===== config.mk =====
export PLATFORM = sky130hd
export DESIGN_NAME = id_string_classify_parse_flat
export DESIGN_NICKNAME = d
export VERILOG_FILES = /design/src/idscp_pkg.sv /design/src/idscp_if.sv /design/src/idscp_queue.sv /design/src/idscp_front.sv /design/src/idscp_back.sv /design/src/id_string_classify_parse.sv /design/src/flat_wrapper.sv
export SDC_FILE = /design/constraint.sdc
export NUM_CORES = 2
export LEC_CHECK = 0
export BUFFER_PORTS_ARGS = -buffer_cell sky130_fd_sc_hd__buf_2
export CAP_MARGIN = 30
export CELL_PAD_IN_SITES_DETAIL_PLACEMENT = 1
export CELL_PAD_IN_SITES_GLOBAL_PLACEMENT = 2
export CORE_MARGIN = 8
export CORE_UTILIZATION = 30
export DETAILED_ROUTE_END_ITERATION = 10
export MAX_ROUTING_LAYER = met4
export PLACE_DENSITY_LB_ADDON = 0.2
export SLEW_MARGIN = 20
export SYNTH_ARGS = -nofsm -noshare
export SYNTH_HDL_FRONTEND = slang
export SYNTH_HIERARCHICAL = 1
export SYNTH_SLANG_ARGS = --single-unit

===== constraint.sdc =====
create_clock -name clk_i -period 4.7 [get_ports clk_i]
set_input_delay 0.705 -clock clk_i [delete_from_list [all_inputs] [get_ports clk_i]]
set_output_delay 0.705 -clock clk_i [all_outputs]
set_load 0.05 [all_outputs]

===== src/idscp_pkg.sv =====
// Shared types, codes and character decode for the identifier parser.
package idscp_pkg;

  // Kind codes, shared by the expectation input and the result
  localparam logic [3:0] KIND_ANY       = 4'd0;
  localparam logic [3:0] KIND_NONE      = 4'd1;
  localparam logic [3:0] KIND_NULL      = 4'd2;
  localparam logic [3:0] KIND_DEC       = 4'd3;
  localparam logic [3:0] KIND_UUID      = 4'd4;
  localparam logic [3:0] KIND_UUID_CAPS = 4'd5;
  localparam logic [3:0] KIND_GOOG      = 4'd6;
  localparam logic [3:0] KIND_B64       = 4'd7;
  localparam logic [3:0] KIND_HEX       = 4'd8;
  localparam logic [3:0] KIND_STRING    = 4'd9;

  // Letter case seen so far in a UUID
  localparam logic [1:0] CASE_UNKNOWN = 2'd0;
  localparam logic [1:0] CASE_LOWER   = 2'd1;
  localparam logic [1:0] CASE_UPPER   = 2'd2;

  // One text byte, classified by the front end
  typedef struct packed {
    logic [7:0] char_byte;
    logic       present;
    logic       last;
    logic [3:0] expected;
    logic       is_dec;
    logic [3:0] dec_val;
    logic       hex_ok;
    logic [3:0] hex_val;
    logic       is_lower;
    logic       is_upper;
    logic       goog_ok;
    logic [5:0] goog_val;
    logic       sb_ok;
    logic [5:0] sb_val;
  } char_info_t;

  // Still-valid flags per format
  typedef struct packed {
    logic f_null;
    logic f_zero;
    logic f_uuid;
    logic f_goog;
    logic f_dec;
    logic f_b64;
    logic f_hex;
  } fmt_flags_t;

  localparam fmt_flags_t FLAGS_ALL = '{default: 1'b1};

  // Byte of the literal null at positions 0..3
  function automatic logic [7:0] null_char(input logic [1:0] idx);
    logic [7:0] r;
    unique case (idx)
      2'd0:    r = 8'h6e;
      2'd1:    r = 8'h75;
      default: r = 8'h6c;
    endcase
    return r;
  endfunction

  // Byte of the goog128 prefix at positions 0..4
  function automatic logic [7:0] goog_char(input logic [2:0] idx);
    logic [7:0] r;
    unique case (idx)
      3'd0:    r = 8'h43;
      3'd1:    r = 8'h41;
      3'd2:    r = 8'h45;
      3'd3:    r = 8'h53;
      default: r = 8'h45;
    endcase
    return r;
  endfunction

  // Classify one byte against every alphabet
  function automatic char_info_t classify(input logic [7:0] c, input logic present,
                                          input logic last, input logic [3:0] expected);
    char_info_t r;
    logic dig, lo_af, up_af, up_az, lo_az;
    dig   = (c >= 8'h30) && (c <= 8'h39);
    lo_af = (c >= 8'h61) && (c <= 8'h66);
    up_af = (c >= 8'h41) && (c <= 8'h46);
    up_az = (c >= 8'h41) && (c <= 8'h5a);
    lo_az = (c >= 8'h61) && (c <= 8'h7a);
    r.char_byte = c;
    r.present   = present;
    r.last      = last;
    r.expected  = expected;
    r.is_dec    = dig;
    r.dec_val   = 4'(c - 8'h30);
    r.is_lower  = lo_af;
    r.is_upper  = up_af;
    r.hex_ok    = dig || lo_af || up_af;
    if (dig)        r.hex_val = 4'(c - 8'h30);
    else if (lo_af) r.hex_val = 4'(c - 8'h57);
    else            r.hex_val = 4'(c - 8'h37);
    r.goog_ok = dig || up_az || lo_az || (c == 8'h2d) || (c == 8'h5f);
    if (dig)              r.goog_val = 6'(c - 8'h30);
    else if (up_az)       r.goog_val = 6'(c - 8'h37);
    else if (lo_az)       r.goog_val = 6'(c - 8'h3d);
    else if (c == 8'h2d)  r.goog_val = 6'd62;
    else                  r.goog_val = 6'd63;
    r.sb_ok = dig || up_az || lo_az || (c == 8'h2b) || (c == 8'h2f);
    if (dig)              r.sb_val = 6'(c - 8'h2e);
    else if (up_az)       r.sb_val = 6'(c - 8'h35);
    else if (lo_az)       r.sb_val = 6'(c - 8'h3b);
    else if (c == 8'h2b)  r.sb_val = 6'd0;
    else                  r.sb_val = 6'd1;
    return r;
  endfunction

endpackage


===== src/idscp_if.sv =====
// Stream interfaces for text bytes in and parse results out.
interface idscp_in_if;
  logic       valid;
  logic       ready;
  logic [7:0] char_byte;
  logic       byte_present;
  logic       last_byte;
  logic [3:0] expected_type;

  modport source (output valid, char_byte, byte_present, last_byte, expected_type,
                  input ready);
  modport sink   (input valid, char_byte, byte_present, last_byte, expected_type,
                  output ready);
endinterface

interface idscp_out_if #(parameter int LEN_W = 13);
  logic             valid;
  logic             ready;
  logic [3:0]       id_kind;
  logic [63:0]      value_high;
  logic [63:0]      value_low;
  logic [LEN_W-1:0] text_length;
  logic             kind_mismatch;

  modport source (output valid, id_kind, value_high, value_low, text_length,
                  kind_mismatch, input ready);
  modport sink   (input valid, id_kind, value_high, value_low, text_length,
                  kind_mismatch, output ready);
endinterface


===== src/idscp_queue.sv =====
// Two-entry queue of classified bytes between front and back.
module idscp_queue (
  input  logic                   clk_i,
  input  logic                   rst_ni,
  input  logic                   push_i,
  input  idscp_pkg::char_info_t  data_i,
  output logic                   full_o,
  input  logic                   pop_i,
  output logic                   empty_o,
  output idscp_pkg::char_info_t  data_o
);

  idscp_pkg::char_info_t mem_q [2];
  logic       wr_q, rd_q;
  logic [1:0] cnt_q;

  assign full_o  = cnt_q == 2'd2;
  assign empty_o = cnt_q == 2'd0;
  assign data_o  = mem_q[rd_q];

  // Store entries
  always_ff @(posedge clk_i) begin
    if (push_i) mem_q[wr_q] <= data_i;
  end

  // Advance pointers and count
  always_ff @(posedge clk_i or negedge rst_ni) begin
    if (!rst_ni) begin
      wr_q  <= 1'b0;
      rd_q  <= 1'b0;
      cnt_q <= 2'd0;
    end else begin
      if (push_i) wr_q <= ~wr_q;
      if (pop_i)  rd_q <= ~rd_q;
      cnt_q <= cnt_q + 2'(push_i) - 2'(pop_i);
    end
  end

endmodule


===== src/idscp_front.sv =====
// Front end: accept text bytes and classify them into the queue.
module idscp_front (
  idscp_in_if.sink               in_i,
  input  logic                   q_full_i,
  output logic                   push_o,
  output idscp_pkg::char_info_t  info_o
);

  // Accept while the queue has room
  assign in_i.ready = !q_full_i;
  assign push_o     = in_i.valid && !q_full_i;
  assign info_o     = idscp_pkg::classify(in_i.char_byte, in_i.byte_present,
                                          in_i.last_byte, in_i.expected_type);

endmodule


===== src/idscp_back.sv =====
// Back end: update per-format accumulators and emit one result per string.
module idscp_back #(
  parameter int MAX_TEXT_LEN = 4096,
  parameter int LEN_W        = 13
) (
  input  logic                   clk_i,
  input  logic                   rst_ni,
  input  logic                   q_empty_i,
  input  idscp_pkg::char_info_t  info_i,
  output logic                   pop_o,
  idscp_out_if.source            out_o
);

  localparam logic [LEN_W-1:0] MaxLen = LEN_W'(MAX_TEXT_LEN);

  logic [127:0]           hex_q, hex_d, dec_q, dec_d, goog_q, goog_d;
  logic [47:0]            sb0_q, sb0_d, sb1_q, sb1_d;
  logic [LEN_W-1:0]       pos_q, pos_d;
  idscp_pkg::fmt_flags_t  flg_q, flg_d;
  logic [1:0]             lc_q, lc_d;
  logic [3:0]             exp_q, exp_d;

  logic        ov_q, ov_d;
  logic [3:0]  okind_q, okind_d;
  logic [63:0] ohi_q, ohi_d, olo_q, olo_d;
  logic [LEN_W-1:0] olen_q, olen_d;
  logic        omis_q, omis_d;

  logic [LEN_W-1:0] p;
  logic        ends;
  logic [3:0]  e, kind;
  logic [63:0] hi, lo;
  idscp_pkg::char_info_t it;

  assign it    = info_i;
  assign pop_o = !q_empty_i && (!ov_q || out_o.ready);
  assign p     = pos_q;

  assign out_o.valid         = ov_q;
  assign out_o.id_kind       = okind_q;
  assign out_o.value_high    = ohi_q;
  assign out_o.value_low     = olo_q;
  assign out_o.text_length   = olen_q;
  assign out_o.kind_mismatch = omis_q;

  // Next state for one byte, and the result at string end
  always_comb begin
    hex_d = hex_q; dec_d = dec_q; goog_d = goog_q;
    sb0_d = sb0_q; sb1_d = sb1_q; pos_d = pos_q;
    flg_d = flg_q; lc_d = lc_q; exp_d = exp_q;
    ov_d = ov_q && !out_o.ready;
    okind_d = okind_q; ohi_d = ohi_q; olo_d = olo_q;
    olen_d = olen_q; omis_d = omis_q;
    ends = 1'b0; e = exp_q; kind = idscp_pkg::KIND_STRING; hi = '0; lo = '0;
    if (pop_o) begin
      if (pos_q == '0) exp_d = it.expected;
      if (it.present) begin
        // null and single zero
        if (p < LEN_W'(4) && it.char_byte != idscp_pkg::null_char(p[1:0]))
          flg_d.f_null = 1'b0;
        if (p == '0 && it.char_byte != 8'h30) flg_d.f_zero = 1'b0;
        // decimal
        if (!it.is_dec || (p == '0 && it.char_byte == 8'h30)) flg_d.f_dec = 1'b0;
        else if (p < LEN_W'(39))
          dec_d = (dec_q << 3) + (dec_q << 1) + 128'(it.dec_val);
        // uuid and hex
        if (p < LEN_W'(36)) begin
          if (p == LEN_W'(8) || p == LEN_W'(13) || p == LEN_W'(18) || p == LEN_W'(23)) begin
            if (it.char_byte != 8'h2d) flg_d.f_uuid = 1'b0;
          end else if (!it.hex_ok) begin
            flg_d.f_uuid = 1'b0;
          end else if (it.is_lower) begin
            if (lc_q == idscp_pkg::CASE_UPPER) flg_d.f_uuid = 1'b0;
            else lc_d = idscp_pkg::CASE_LOWER;
          end else if (it.is_upper) begin
            if (lc_q == idscp_pkg::CASE_LOWER) flg_d.f_uuid = 1'b0;
            else lc_d = idscp_pkg::CASE_UPPER;
          end
          if (it.hex_ok) hex_d = {hex_q[123:0], it.hex_val};
        end
        if (p < LEN_W'(32) && !it.hex_ok) flg_d.f_hex = 1'b0;
        // goog128
        if (p < LEN_W'(5)) begin
          if (it.char_byte != idscp_pkg::goog_char(p[2:0])) flg_d.f_goog = 1'b0;
        end else if (p < LEN_W'(26)) begin
          if (!it.goog_ok) flg_d.f_goog = 1'b0;
          else goog_d = {goog_q[121:0], it.goog_val};
        end
        // short base64 halves
        if (p < LEN_W'(16)) begin
          if (!it.sb_ok) flg_d.f_b64 = 1'b0;
          else if (!p[3]) sb0_d = {sb0_q[41:0], it.sb_val};
          else sb1_d = {sb1_q[41:0], it.sb_val};
        end
        if (p < MaxLen) pos_d = p + LEN_W'(1);
      end
      ends = !it.present || it.last;
      e = exp_d;
      // Pick the first matching format
      if ((e == idscp_pkg::KIND_ANY || e == idscp_pkg::KIND_NONE) && pos_d == '0) begin
        kind = idscp_pkg::KIND_NONE;
      end else if ((e == idscp_pkg::KIND_ANY || e == idscp_pkg::KIND_NULL)
                   && pos_d == LEN_W'(4) && flg_d.f_null) begin
        kind = idscp_pkg::KIND_NULL;
      end else if ((e == idscp_pkg::KIND_ANY || e == idscp_pkg::KIND_DEC)
                   && pos_d == LEN_W'(1) && flg_d.f_zero) begin
        kind = idscp_pkg::KIND_DEC;
      end else if ((e == idscp_pkg::KIND_ANY || e == idscp_pkg::KIND_UUID
                    || e == idscp_pkg::KIND_UUID_CAPS)
                   && pos_d == LEN_W'(36) && flg_d.f_uuid) begin
        kind = (lc_d == idscp_pkg::CASE_UPPER) ? idscp_pkg::KIND_UUID_CAPS
                                               : idscp_pkg::KIND_UUID;
        hi = hex_d[127:64]; lo = hex_d[63:0];
      end else if ((e == idscp_pkg::KIND_ANY || e == idscp_pkg::KIND_GOOG)
                   && pos_d == LEN_W'(26) && flg_d.f_goog) begin
        kind = idscp_pkg::KIND_GOOG;
        hi = goog_d[127:64]; lo = goog_d[63:0];
      end else if ((e == idscp_pkg::KIND_ANY || e == idscp_pkg::KIND_DEC)
                   && pos_d < LEN_W'(40) && flg_d.f_dec) begin
        kind = idscp_pkg::KIND_DEC;
        hi = dec_d[127:64]; lo = dec_d[63:0];
      end else if ((e == idscp_pkg::KIND_ANY || e == idscp_pkg::KIND_B64)
                   && pos_d == LEN_W'(16) && flg_d.f_b64) begin
        kind = idscp_pkg::KIND_B64;
        hi = {32'd0, sb0_d[47:16]}; lo = {sb0_d[15:0], sb1_d};
      end else if ((e == idscp_pkg::KIND_ANY || e == idscp_pkg::KIND_HEX)
                   && pos_d == LEN_W'(32) && flg_d.f_hex) begin
        kind = idscp_pkg::KIND_HEX;
        hi = hex_d[127:64]; lo = hex_d[63:0];
      end
      if (ends) begin
        ov_d = 1'b1; okind_d = kind; ohi_d = hi; olo_d = lo; olen_d = pos_d;
        omis_d = (e != idscp_pkg::KIND_ANY) && (e != kind);
        hex_d = '0; dec_d = '0; goog_d = '0; sb0_d = '0; sb1_d = '0;
        pos_d = '0; flg_d = idscp_pkg::FLAGS_ALL; lc_d = idscp_pkg::CASE_UNKNOWN;
      end
    end
  end

  // Hold result payload
  always_ff @(posedge clk_i) begin
    okind_q <= okind_d; ohi_q <= ohi_d; olo_q <= olo_d;
    olen_q <= olen_d; omis_q <= omis_d;
  end

  // Hold per-string state
  always_ff @(posedge clk_i or negedge rst_ni) begin
    if (!rst_ni) begin
      hex_q <= '0; dec_q <= '0; goog_q <= '0; sb0_q <= '0; sb1_q <= '0;
      pos_q <= '0; flg_q <= idscp_pkg::FLAGS_ALL; lc_q <= idscp_pkg::CASE_UNKNOWN;
      exp_q <= idscp_pkg::KIND_ANY; ov_q <= 1'b0;
    end else begin
      hex_q <= hex_d; dec_q <= dec_d; goog_q <= goog_d; sb0_q <= sb0_d; sb1_q <= sb1_d;
      pos_q <= pos_d; flg_q <= flg_d; lc_q <= lc_d; exp_q <= exp_d; ov_q <= ov_d;
    end
  end

endmodule


===== src/id_string_classify_parse.sv =====
// Top level of the identifier string classifier and parser.
// Takes one text byte per cycle, sustained while results drain, and tests it against
// every format at once (null, zero, UUID, goog128, decimal, 96-bit base64, hex128).
// A result is registered: its valid rises at the edge at which the back end pops the byte
// ending its string from the queue. The pace is set by the back end's 128-bit accumulator
// update, done once per popped byte. While a result waits, the front keeps taking bytes
// into the two-entry queue until it holds two entries, and then input stalls.
module id_string_classify_parse #(
  parameter int MAX_TEXT_LEN = 4096,
  parameter int LEN_W        = 13
) (
  input  logic         clk_i,
  input  logic         rst_ni,
  idscp_in_if.sink     in_i,
  idscp_out_if.source  out_o
);

  logic                  q_full, q_empty, push, pop;
  idscp_pkg::char_info_t push_info, pop_info;

  // Classify incoming bytes
  idscp_front u_front (
    .in_i     (in_i),
    .q_full_i (q_full),
    .push_o   (push),
    .info_o   (push_info)
  );

  // Decouple front and back
  idscp_queue u_queue (
    .clk_i   (clk_i),
    .rst_ni  (rst_ni),
    .push_i  (push),
    .data_i  (push_info),
    .full_o  (q_full),
    .pop_i   (pop),
    .empty_o (q_empty),
    .data_o  (pop_info)
  );

  // Accumulate and report
  idscp_back #(
    .MAX_TEXT_LEN (MAX_TEXT_LEN),
    .LEN_W        (LEN_W)
  ) u_back (
    .clk_i     (clk_i),
    .rst_ni    (rst_ni),
    .q_empty_i (q_empty),
    .info_i    (pop_info),
    .pop_o     (pop),
    .out_o     (out_o)
  );

`ifndef NO_ASSERTIONS
  a_none_empty: assert property (@(posedge clk_i) disable iff (!rst_ni)
    out_o.valid && out_o.id_kind == idscp_pkg::KIND_NONE |-> out_o.text_length == '0)
    else $error("none result with nonzero length");
  a_uuid_len: assert property (@(posedge clk_i) disable iff (!rst_ni)
    out_o.valid && (out_o.id_kind == idscp_pkg::KIND_UUID
                    || out_o.id_kind == idscp_pkg::KIND_UUID_CAPS)
    |-> out_o.text_length == LEN_W'(36))
    else $error("uuid result with wrong length");
  a_null_val: assert property (@(posedge clk_i) disable iff (!rst_ni)
    out_o.valid && out_o.id_kind == idscp_pkg::KIND_NULL
    |-> out_o.value_high == '0 && out_o.value_low == '0 && out_o.text_length == LEN_W'(4))
    else $error("null result with value or wrong length");
  a_b64_hi: assert property (@(posedge clk_i) disable iff (!rst_ni)
    out_o.valid && out_o.id_kind == idscp_pkg::KIND_B64
    |-> out_o.value_high[63:32] == '0 && out_o.text_length == LEN_W'(16))
    else $error("short base64 result out of range");
`endif

endmodule

===== src/flat_wrapper.sv =====
// flat-port wrapper written by rule: the top's interface ports become plain ports
module id_string_classify_parse_flat 
#(
  parameter int MAX_TEXT_LEN = 4096,
  parameter int LEN_W        = 13
)
  (clk_i, rst_ni, in_i_valid, in_i_char_byte, in_i_byte_present, in_i_last_byte, in_i_expected_type, in_i_ready, out_o_valid, out_o_id_kind, out_o_value_high, out_o_value_low, out_o_text_length, out_o_kind_mismatch, out_o_ready);
  idscp_in_if in_i_i ();
  idscp_out_if #(.LEN_W(LEN_W)) out_o_i ();
  input  logic clk_i;
  input  logic rst_ni;
  input wire logic [$bits(in_i_i.valid)-1:0] in_i_valid;
  input wire logic [$bits(in_i_i.char_byte)-1:0] in_i_char_byte;
  input wire logic [$bits(in_i_i.byte_present)-1:0] in_i_byte_present;
  input wire logic [$bits(in_i_i.last_byte)-1:0] in_i_last_byte;
  input wire logic [$bits(in_i_i.expected_type)-1:0] in_i_expected_type;
  output wire logic [$bits(in_i_i.ready)-1:0] in_i_ready;
  output wire logic [$bits(out_o_i.valid)-1:0] out_o_valid;
  output wire logic [$bits(out_o_i.id_kind)-1:0] out_o_id_kind;
  output wire logic [$bits(out_o_i.value_high)-1:0] out_o_value_high;
  output wire logic [$bits(out_o_i.value_low)-1:0] out_o_value_low;
  output wire logic [$bits(out_o_i.text_length)-1:0] out_o_text_length;
  output wire logic [$bits(out_o_i.kind_mismatch)-1:0] out_o_kind_mismatch;
  input wire logic [$bits(out_o_i.ready)-1:0] out_o_ready;
  assign in_i_i.valid = in_i_valid;
  assign in_i_i.char_byte = in_i_char_byte;
  assign in_i_i.byte_present = in_i_byte_present;
  assign in_i_i.last_byte = in_i_last_byte;
  assign in_i_i.expected_type = in_i_expected_type;
  assign in_i_ready = in_i_i.ready;
  assign out_o_valid = out_o_i.valid;
  assign out_o_id_kind = out_o_i.id_kind;
  assign out_o_value_high = out_o_i.value_high;
  assign out_o_value_low = out_o_i.value_low;
  assign out_o_text_length = out_o_i.text_length;
  assign out_o_kind_mismatch = out_o_i.kind_mismatch;
  assign out_o_i.ready = out_o_ready;
  id_string_classify_parse #(.MAX_TEXT_LEN(MAX_TEXT_LEN), .LEN_W(LEN_W)) u_core (.clk_i(clk_i), .rst_ni(rst_ni), .in_i(in_i_i), .out_o(out_o_i));
endmodule

**After elaboration in Yosys (flattened, before gate mapping)**

Memory sizes are Yosys's and may differ from the RTL's.
Index checks and enable logic that the tools add are counted.
W data, S select, Z words.

- Add/subtract/negate cells: 12
- Magnitude comparators: 17
- Equality and inequality tests: 35
- Multiplexer cells: 101
- Bitwise gates (word level): 2
- Reductions and logical operators: 66

Operator list:

| kind | count |
|---|---|
| $mux W128 | 13 |
| $mux W64 | 10 |
| $mux W48 | 10 |
| $add A128 B128 Y128 | 1 |
| $add A128 B4 Y128 | 1 |
| $eq A13 B5 Y1 const B | 4 |
| $lt A13 B6 Y1 const B | 4 |
| $mux W13 | 4 |
| $mux W4 | 12 |
| $mux W8 | 5 |
| $mux W6 | 6 |
| $sub A6 B6 Y6 const B | 6 |
| $eq A8 B6 Y1 const B | 4 |
| $le A8 B7 Y1 const B | 4 |
| $logic_and A1 B1 Y1 | 28 |
| $eq A13 B4 Y1 const B | 2 |
| $eq A13 B6 Y1 const B | 2 |
| $logic_not A13 Y1 | 2 |
| $lt A13 B3 Y1 const B | 2 |
| $lt A13 B5 Y1 const B | 2 |
| $mux W1 | 26 |
| $logic_or A1 B1 Y1 | 22 |
| $mux W7 | 3 |
| $mux W2 | 10 |
| 32 further kinds | 50 |

- Register bits after elaboration: 657
- Memory bits (writable): 80
- Input port bits: 18
- Output and inout bits: 148
- Memories: 1

Memory list:

| memory | words | width | rd ports | clocked after memory_dff | wr ports | RTL line | RTL |
|---|---|---|---|---|---|---|---|
| u_core.u_queue.mem_q | 2 | 40 | 1 | 0 | 1 | idscp_queue.sv:13 | `idscp_pkg::char_info_t mem_q [2];` |

**Logic depth before layout (Yosys ltp)**

- Depth in word-level cells: 22
- Depth in mapped cells: 20
- Mapped depth without buffers: 17

**By module**

Netlist, hierarchy kept.

Modules (own cells, without submodules):

| module | times used | cells an instance | area each (um^2) | sequential area each (um^2) |
|---|---|---|---|---|
| idscp_back | 1 | 4,439 | 41,858.9 | 17,080.1 |
| idscp_queue | 1 | 140 | 3,286.9 | 2,502.4 |
| idscp_front | 1 | 154 | 1,192.4 | 0.0 |

**Worst setup path after synthesis**

OpenSTA, ideal clock, no wires.

- Kind: reg2reg
- Start: register u_core.u_queue.rd_q
- End: register u_core.u_back.okind_q[0] (netlist: u_core/u_back/out_o.id_kind[0]) (enable)
- Library setup time: 0.499 ns
- Data arrival time: 4.158 ns
- Required time: 4.201 ns
- Path slack: 0.043 ns
- Cell stages (with the launch flop): 7
- Path buffers: 2
- Cell sequence: dfrtp_1 buf_6 buf_12 mux2_4 nand2b_1 nand2_1 inv_1

RTL lines:

| item | RTL line | RTL |
|---|---|---|
| from (decl) | idscp_queue.sv:14 | `logic wr_q, rd_q;` |
| from (signal assigned) | idscp_queue.sv:34 | `if (pop_i) rd_q <= ~rd_q;` |
| to (signal assigned) | idscp_back.sv:142 | `okind_q <= okind_d; ohi_q <= ohi_d; olo_q <= olo_d;` |
| to (decl) | idscp_back.sv:24 | `logic [3:0] okind_q, okind_d;` |

==> run summary <==
CTS sink cnt -> 737
Leakage -> 24.5 nW
area post-placement -> 53,600 um2
initial antenna violation count -> 6
nets -> 5,542
I/O pins -> 166
sequential group share of total power -> 32.1%
P_sw -> 10.8 mW
CTS tree -> built
Die Y -> 409 um
Worst-Margin Slew -> 0.994 ns
slowest CP cell -> or4_4
top cells by area, synth -> dfrtp_1 (27%), edfxtp_1 (15%), a22o_1 (8.3%)
hold_buf cts -> 0
Ys Warns -> 6
total congestion overflow -> 0
CP Class -> reg -> reg
clk_lat worst skew -> 0.72 ns
post-synth top area share -> 27.2%
Die ar. -> 167,000 um2
ys flop type -> dfrtp_1
largest net degree at the start of global routing -> 126
Crit Path Max Fanout -> 38
post-synth design cell area -> 46,300 um2
Port Buffers -> 165
crit path DAT -> 5.00 ns
Reg2Reg Depth -> 13
clk_skew -> 0.0408 ns
cell-internal power -> 14.8 mW
clk buf depth -> 3
clock root buffer -> clkbuf_16
Routed Wire Length -> 201,000 um
Via-to-Cell Ratio -> 5.55
Worst Setup SP -> u_core/u_queue/rd_q
WP data required -> 5.11 ns
Logic pwr share -> 38.6%
crit path launch type -> flop
share of layout cells above drive strength 1 -> 21.9%
Worst VDD drop -> 0.000451 V
PwrDens -> 448 nW/um2
row count -> 144
Routed wire per std cell -> 27.2 um
RR Startpoint -> u_core/u_queue/rd_q
Avg Cell Area, Syn -> 9.79 um2
Yosys top cell by area -> dfrtp_1
vias in the first global route -> 42,800
H-Tree Level Count -> 3
Initial DRC Count -> 2,721
utilization after layout -> 37.2%
DRC viols -> 0
outcome -> finished clean
post-route cell area -> 57,200 um2
FF+latch count, synth -> 737
Setup-failing EPs final -> 0
clock slew at reported path FFs -> 0.06 ns
Setup WS pre-CTS -> -0.612 ns
first-pass GRT wire length -> 295,000 um
Initial Utilization -> 30.2%
CP endpoint -> u_core/u_back/out_o.value_high[23]
area grow syn2layout -> 23.5%
dominant cell by count in the synthesized netlist -> nand2_1
core area -> 154,000 um2
cells after synthesis -> 4,733
DRT antenna net count -> 0
fin worst setup slack -> 0.112 ns
worst reg2reg setup slack -> 0.11 ns
CTS Buf Count -> 94
Max Fclk -> 218 MHz
Max Cap Violations -> 0
DIE WIDTH -> 409 um
GPL Wtd Cong -> 0.885
r2r endpoint -> u_core/u_back/out_o.value_high[23]
Slew Viols, Final -> 0
worst hold-check path type -> in -> async
Synth cell types -> 113
final hold violation count -> 0
power share of the clock group -> 29.3%
Post-Syn Nets -> 5,022
slew margin rel. -> 33.8%
crit end category -> flop
slowest cell delay on critical path -> 0.73 ns
crit path time final -> 4.59 ns
unrepaired setup endpoints after global routing -> true
Final Cycle Share -> 97.6%
total track usage -> 23.7%
FFs w/ async S/R, synth -> 69.3%
switching portion of total power -> 42.1%
sequential-to-total area share from yosys stat -> 42.3%
dpl hpwl -> 153,000 um
Vias -> 40,900
DR pass1 iterations -> 9
commonest cells in the netlist -> nand2_1 (582), dfrtp_1 (504), a22o_1 (441), a21oi_1 (429), o21ai_0 (285)
EDFF count, synth -> 226
CP cell instances -> buf_12 -> mux2_4 -> nor2b_2 -> and3_1 -> nand4b_1 -> o311a_4 -> nor4_4 -> nand4_1 -> or4_4 -> nand2_2 -> buf_4 -> a211oi_1 -> a2111oi_1
Overall Power -> 25.6 mW
-- worst min path at each step --
| stage | from | to | slack (ns) | depth (start not counted) |
|---|---|---|---|---|
| floorplan | rst_ni | u_core/u_back/dec_q[0] | 0.41 | 0 |
| global placement | u_core/u_back/flg_q[2] | u_core/u_back/flg_q[2] | 0.45 | 2 |
| detailed placement | u_core/u_back/flg_q[0] | u_core/u_back/flg_q[0] | 0.47 | 2 |
| CTS | rst_ni | u_core/u_back/hex_q[1] | 0.03 | 1 |
| global route | rst_ni | u_core/u_back/hex_q[1] | 0.05 | 1 |
| finish | rst_ni | u_core/u_back/hex_q[12] | 0.02 | 1 |
-- cell type report --
type / instances / area, um2
well taps: 2044 / 2560
inverters: 64 / 245
flip-flops and latches: 737 / 19600
clock buffers: 138 / 2730
repair buffers: 796 / 6260
clock inverters: 39 / 442
diodes: 1 / 2.50
multi-input cells: 3560 / 25400
fillers: 17300 / 96500
-- worst max-delay path, delay by kind of cell (launching register included) --
family	cells	cell delay [ns]
buffers and inverters	2	0.43
multiplexers	1	0.24
AND/OR/NAND/NOR	7	2.33
AO/OA/AOI/OAI	3	0.83
flip-flops	1	0.41
-- power groups by stage --
stage	Clock, mW	Sequential, mW	Combinational (mW)
finish	7.50	8.22	9.90
CTS	7.69	8.24	9.93
detailed placement	0	8.34	9.88
global placement	0	8.35	9.84
global route	7.91	8.27	10.3
floorplan	0	10.1	3.96
-- sequential cells by signal, indices dropped and copies added, names as in the netlist, 2 cells and up --
register,cells
u_core/u_back/dec_q,128
u_core/u_back/sb0_q,48
u_core/u_back/out_o.value_high,64
u_core/u_back/out_o.id_kind,4
u_core/u_queue/cnt_q,2
u_core/u_back/out_o.value_low,64
u_core/u_back/exp_q,4
u_core/u_back/lc_q,2
u_core/u_back/goog_q,128
u_core/u_back/flg_q,7
u_core/u_back/out_o.text_length,13
u_core/u_queue/mem_q,80
u_core/u_back/sb1_q,48
u_core/u_back/p,13
u_core/u_back/hex_q,128
-- through the flow --
stage | hold slack [ns] | cells | setup TNS, ns
after floorplan | 0.409 | 4733 | 0
after global placement | 0.448 | 7195 | -16.61
after detailed placement | 0.466 | 7197 | -20.77
after CTS | 0.0308 | 7376 | -0.0330
after global routing | 0.0509 | 7378 | -0.0606
final | 0.0154 | 7379 | 0
-- kinds of logic (layout without fill, tap and decap cells) --
logic type,count (synthesis),count (layout),synth area share (%)
AOI/OAI and AO/OA,1684,1684,24.8
and+or+nand+nor,1156,1156,11.4
other,0,1,0
buffers and inverters,436,1037,4.24
xor gates and xnor gates,148,148,2.83
DFF,737,737,42.3
muxes,300,300,7.04
adders and majority gates,272,272,7.37
-- per-layer routing --
metal  part of all wire (%)  wire, um  GRT usage [%]  vias to the layer above
met5                      0         0              -                        -
met4                    4.3      8730           8.45                        0
met3                    2.5      5100           2.32                      279
met2                     52    104000           42.2                      705
met1                     41     83200           27.9                    21000
li1                       -         -              -                    18900
-- cell usage in the layout, fill, tap and decap left out, types with 14 or more instances in the layout --
cell	n
clkbuf_16	96
mux2_2	19
a211oi_1	44
inv_1	59
and3_1	20
buf_2	165
buf_4	571
nor2_1	219
buf_12	54
a21oi_2	14
xor2_1	55
o21ai_0	271
clkbuf_1	25
o21ai_1	25
o22ai_1	108
nand2_1	579
ha_1	265
a21o_1	41
o221ai_1	23
a21oi_1	414
a22o_1	441
a31oi_1	23
o211ai_1	15
xnor2_1	86
clkbuf_8	17
dfrtp_1	503
o31ai_1	33
nand3_1	50
nand4_1	82
o21bai_1	37
and2_1	23
edfxtp_1	226
o21a_1	19
nor3_1	43
mux2i_1	237
or3_1	19
mux2_4	41
-- what timing repair did --
item                       in CTS  in global routing
setup endpoints to repair     128                 82
setup buffers                   3                  3
hold endpoints to repair        0                  0
pin swaps                      20                 31
resized for setup              41                 69
Note: power is estimated with default switching activity, not from simulation.
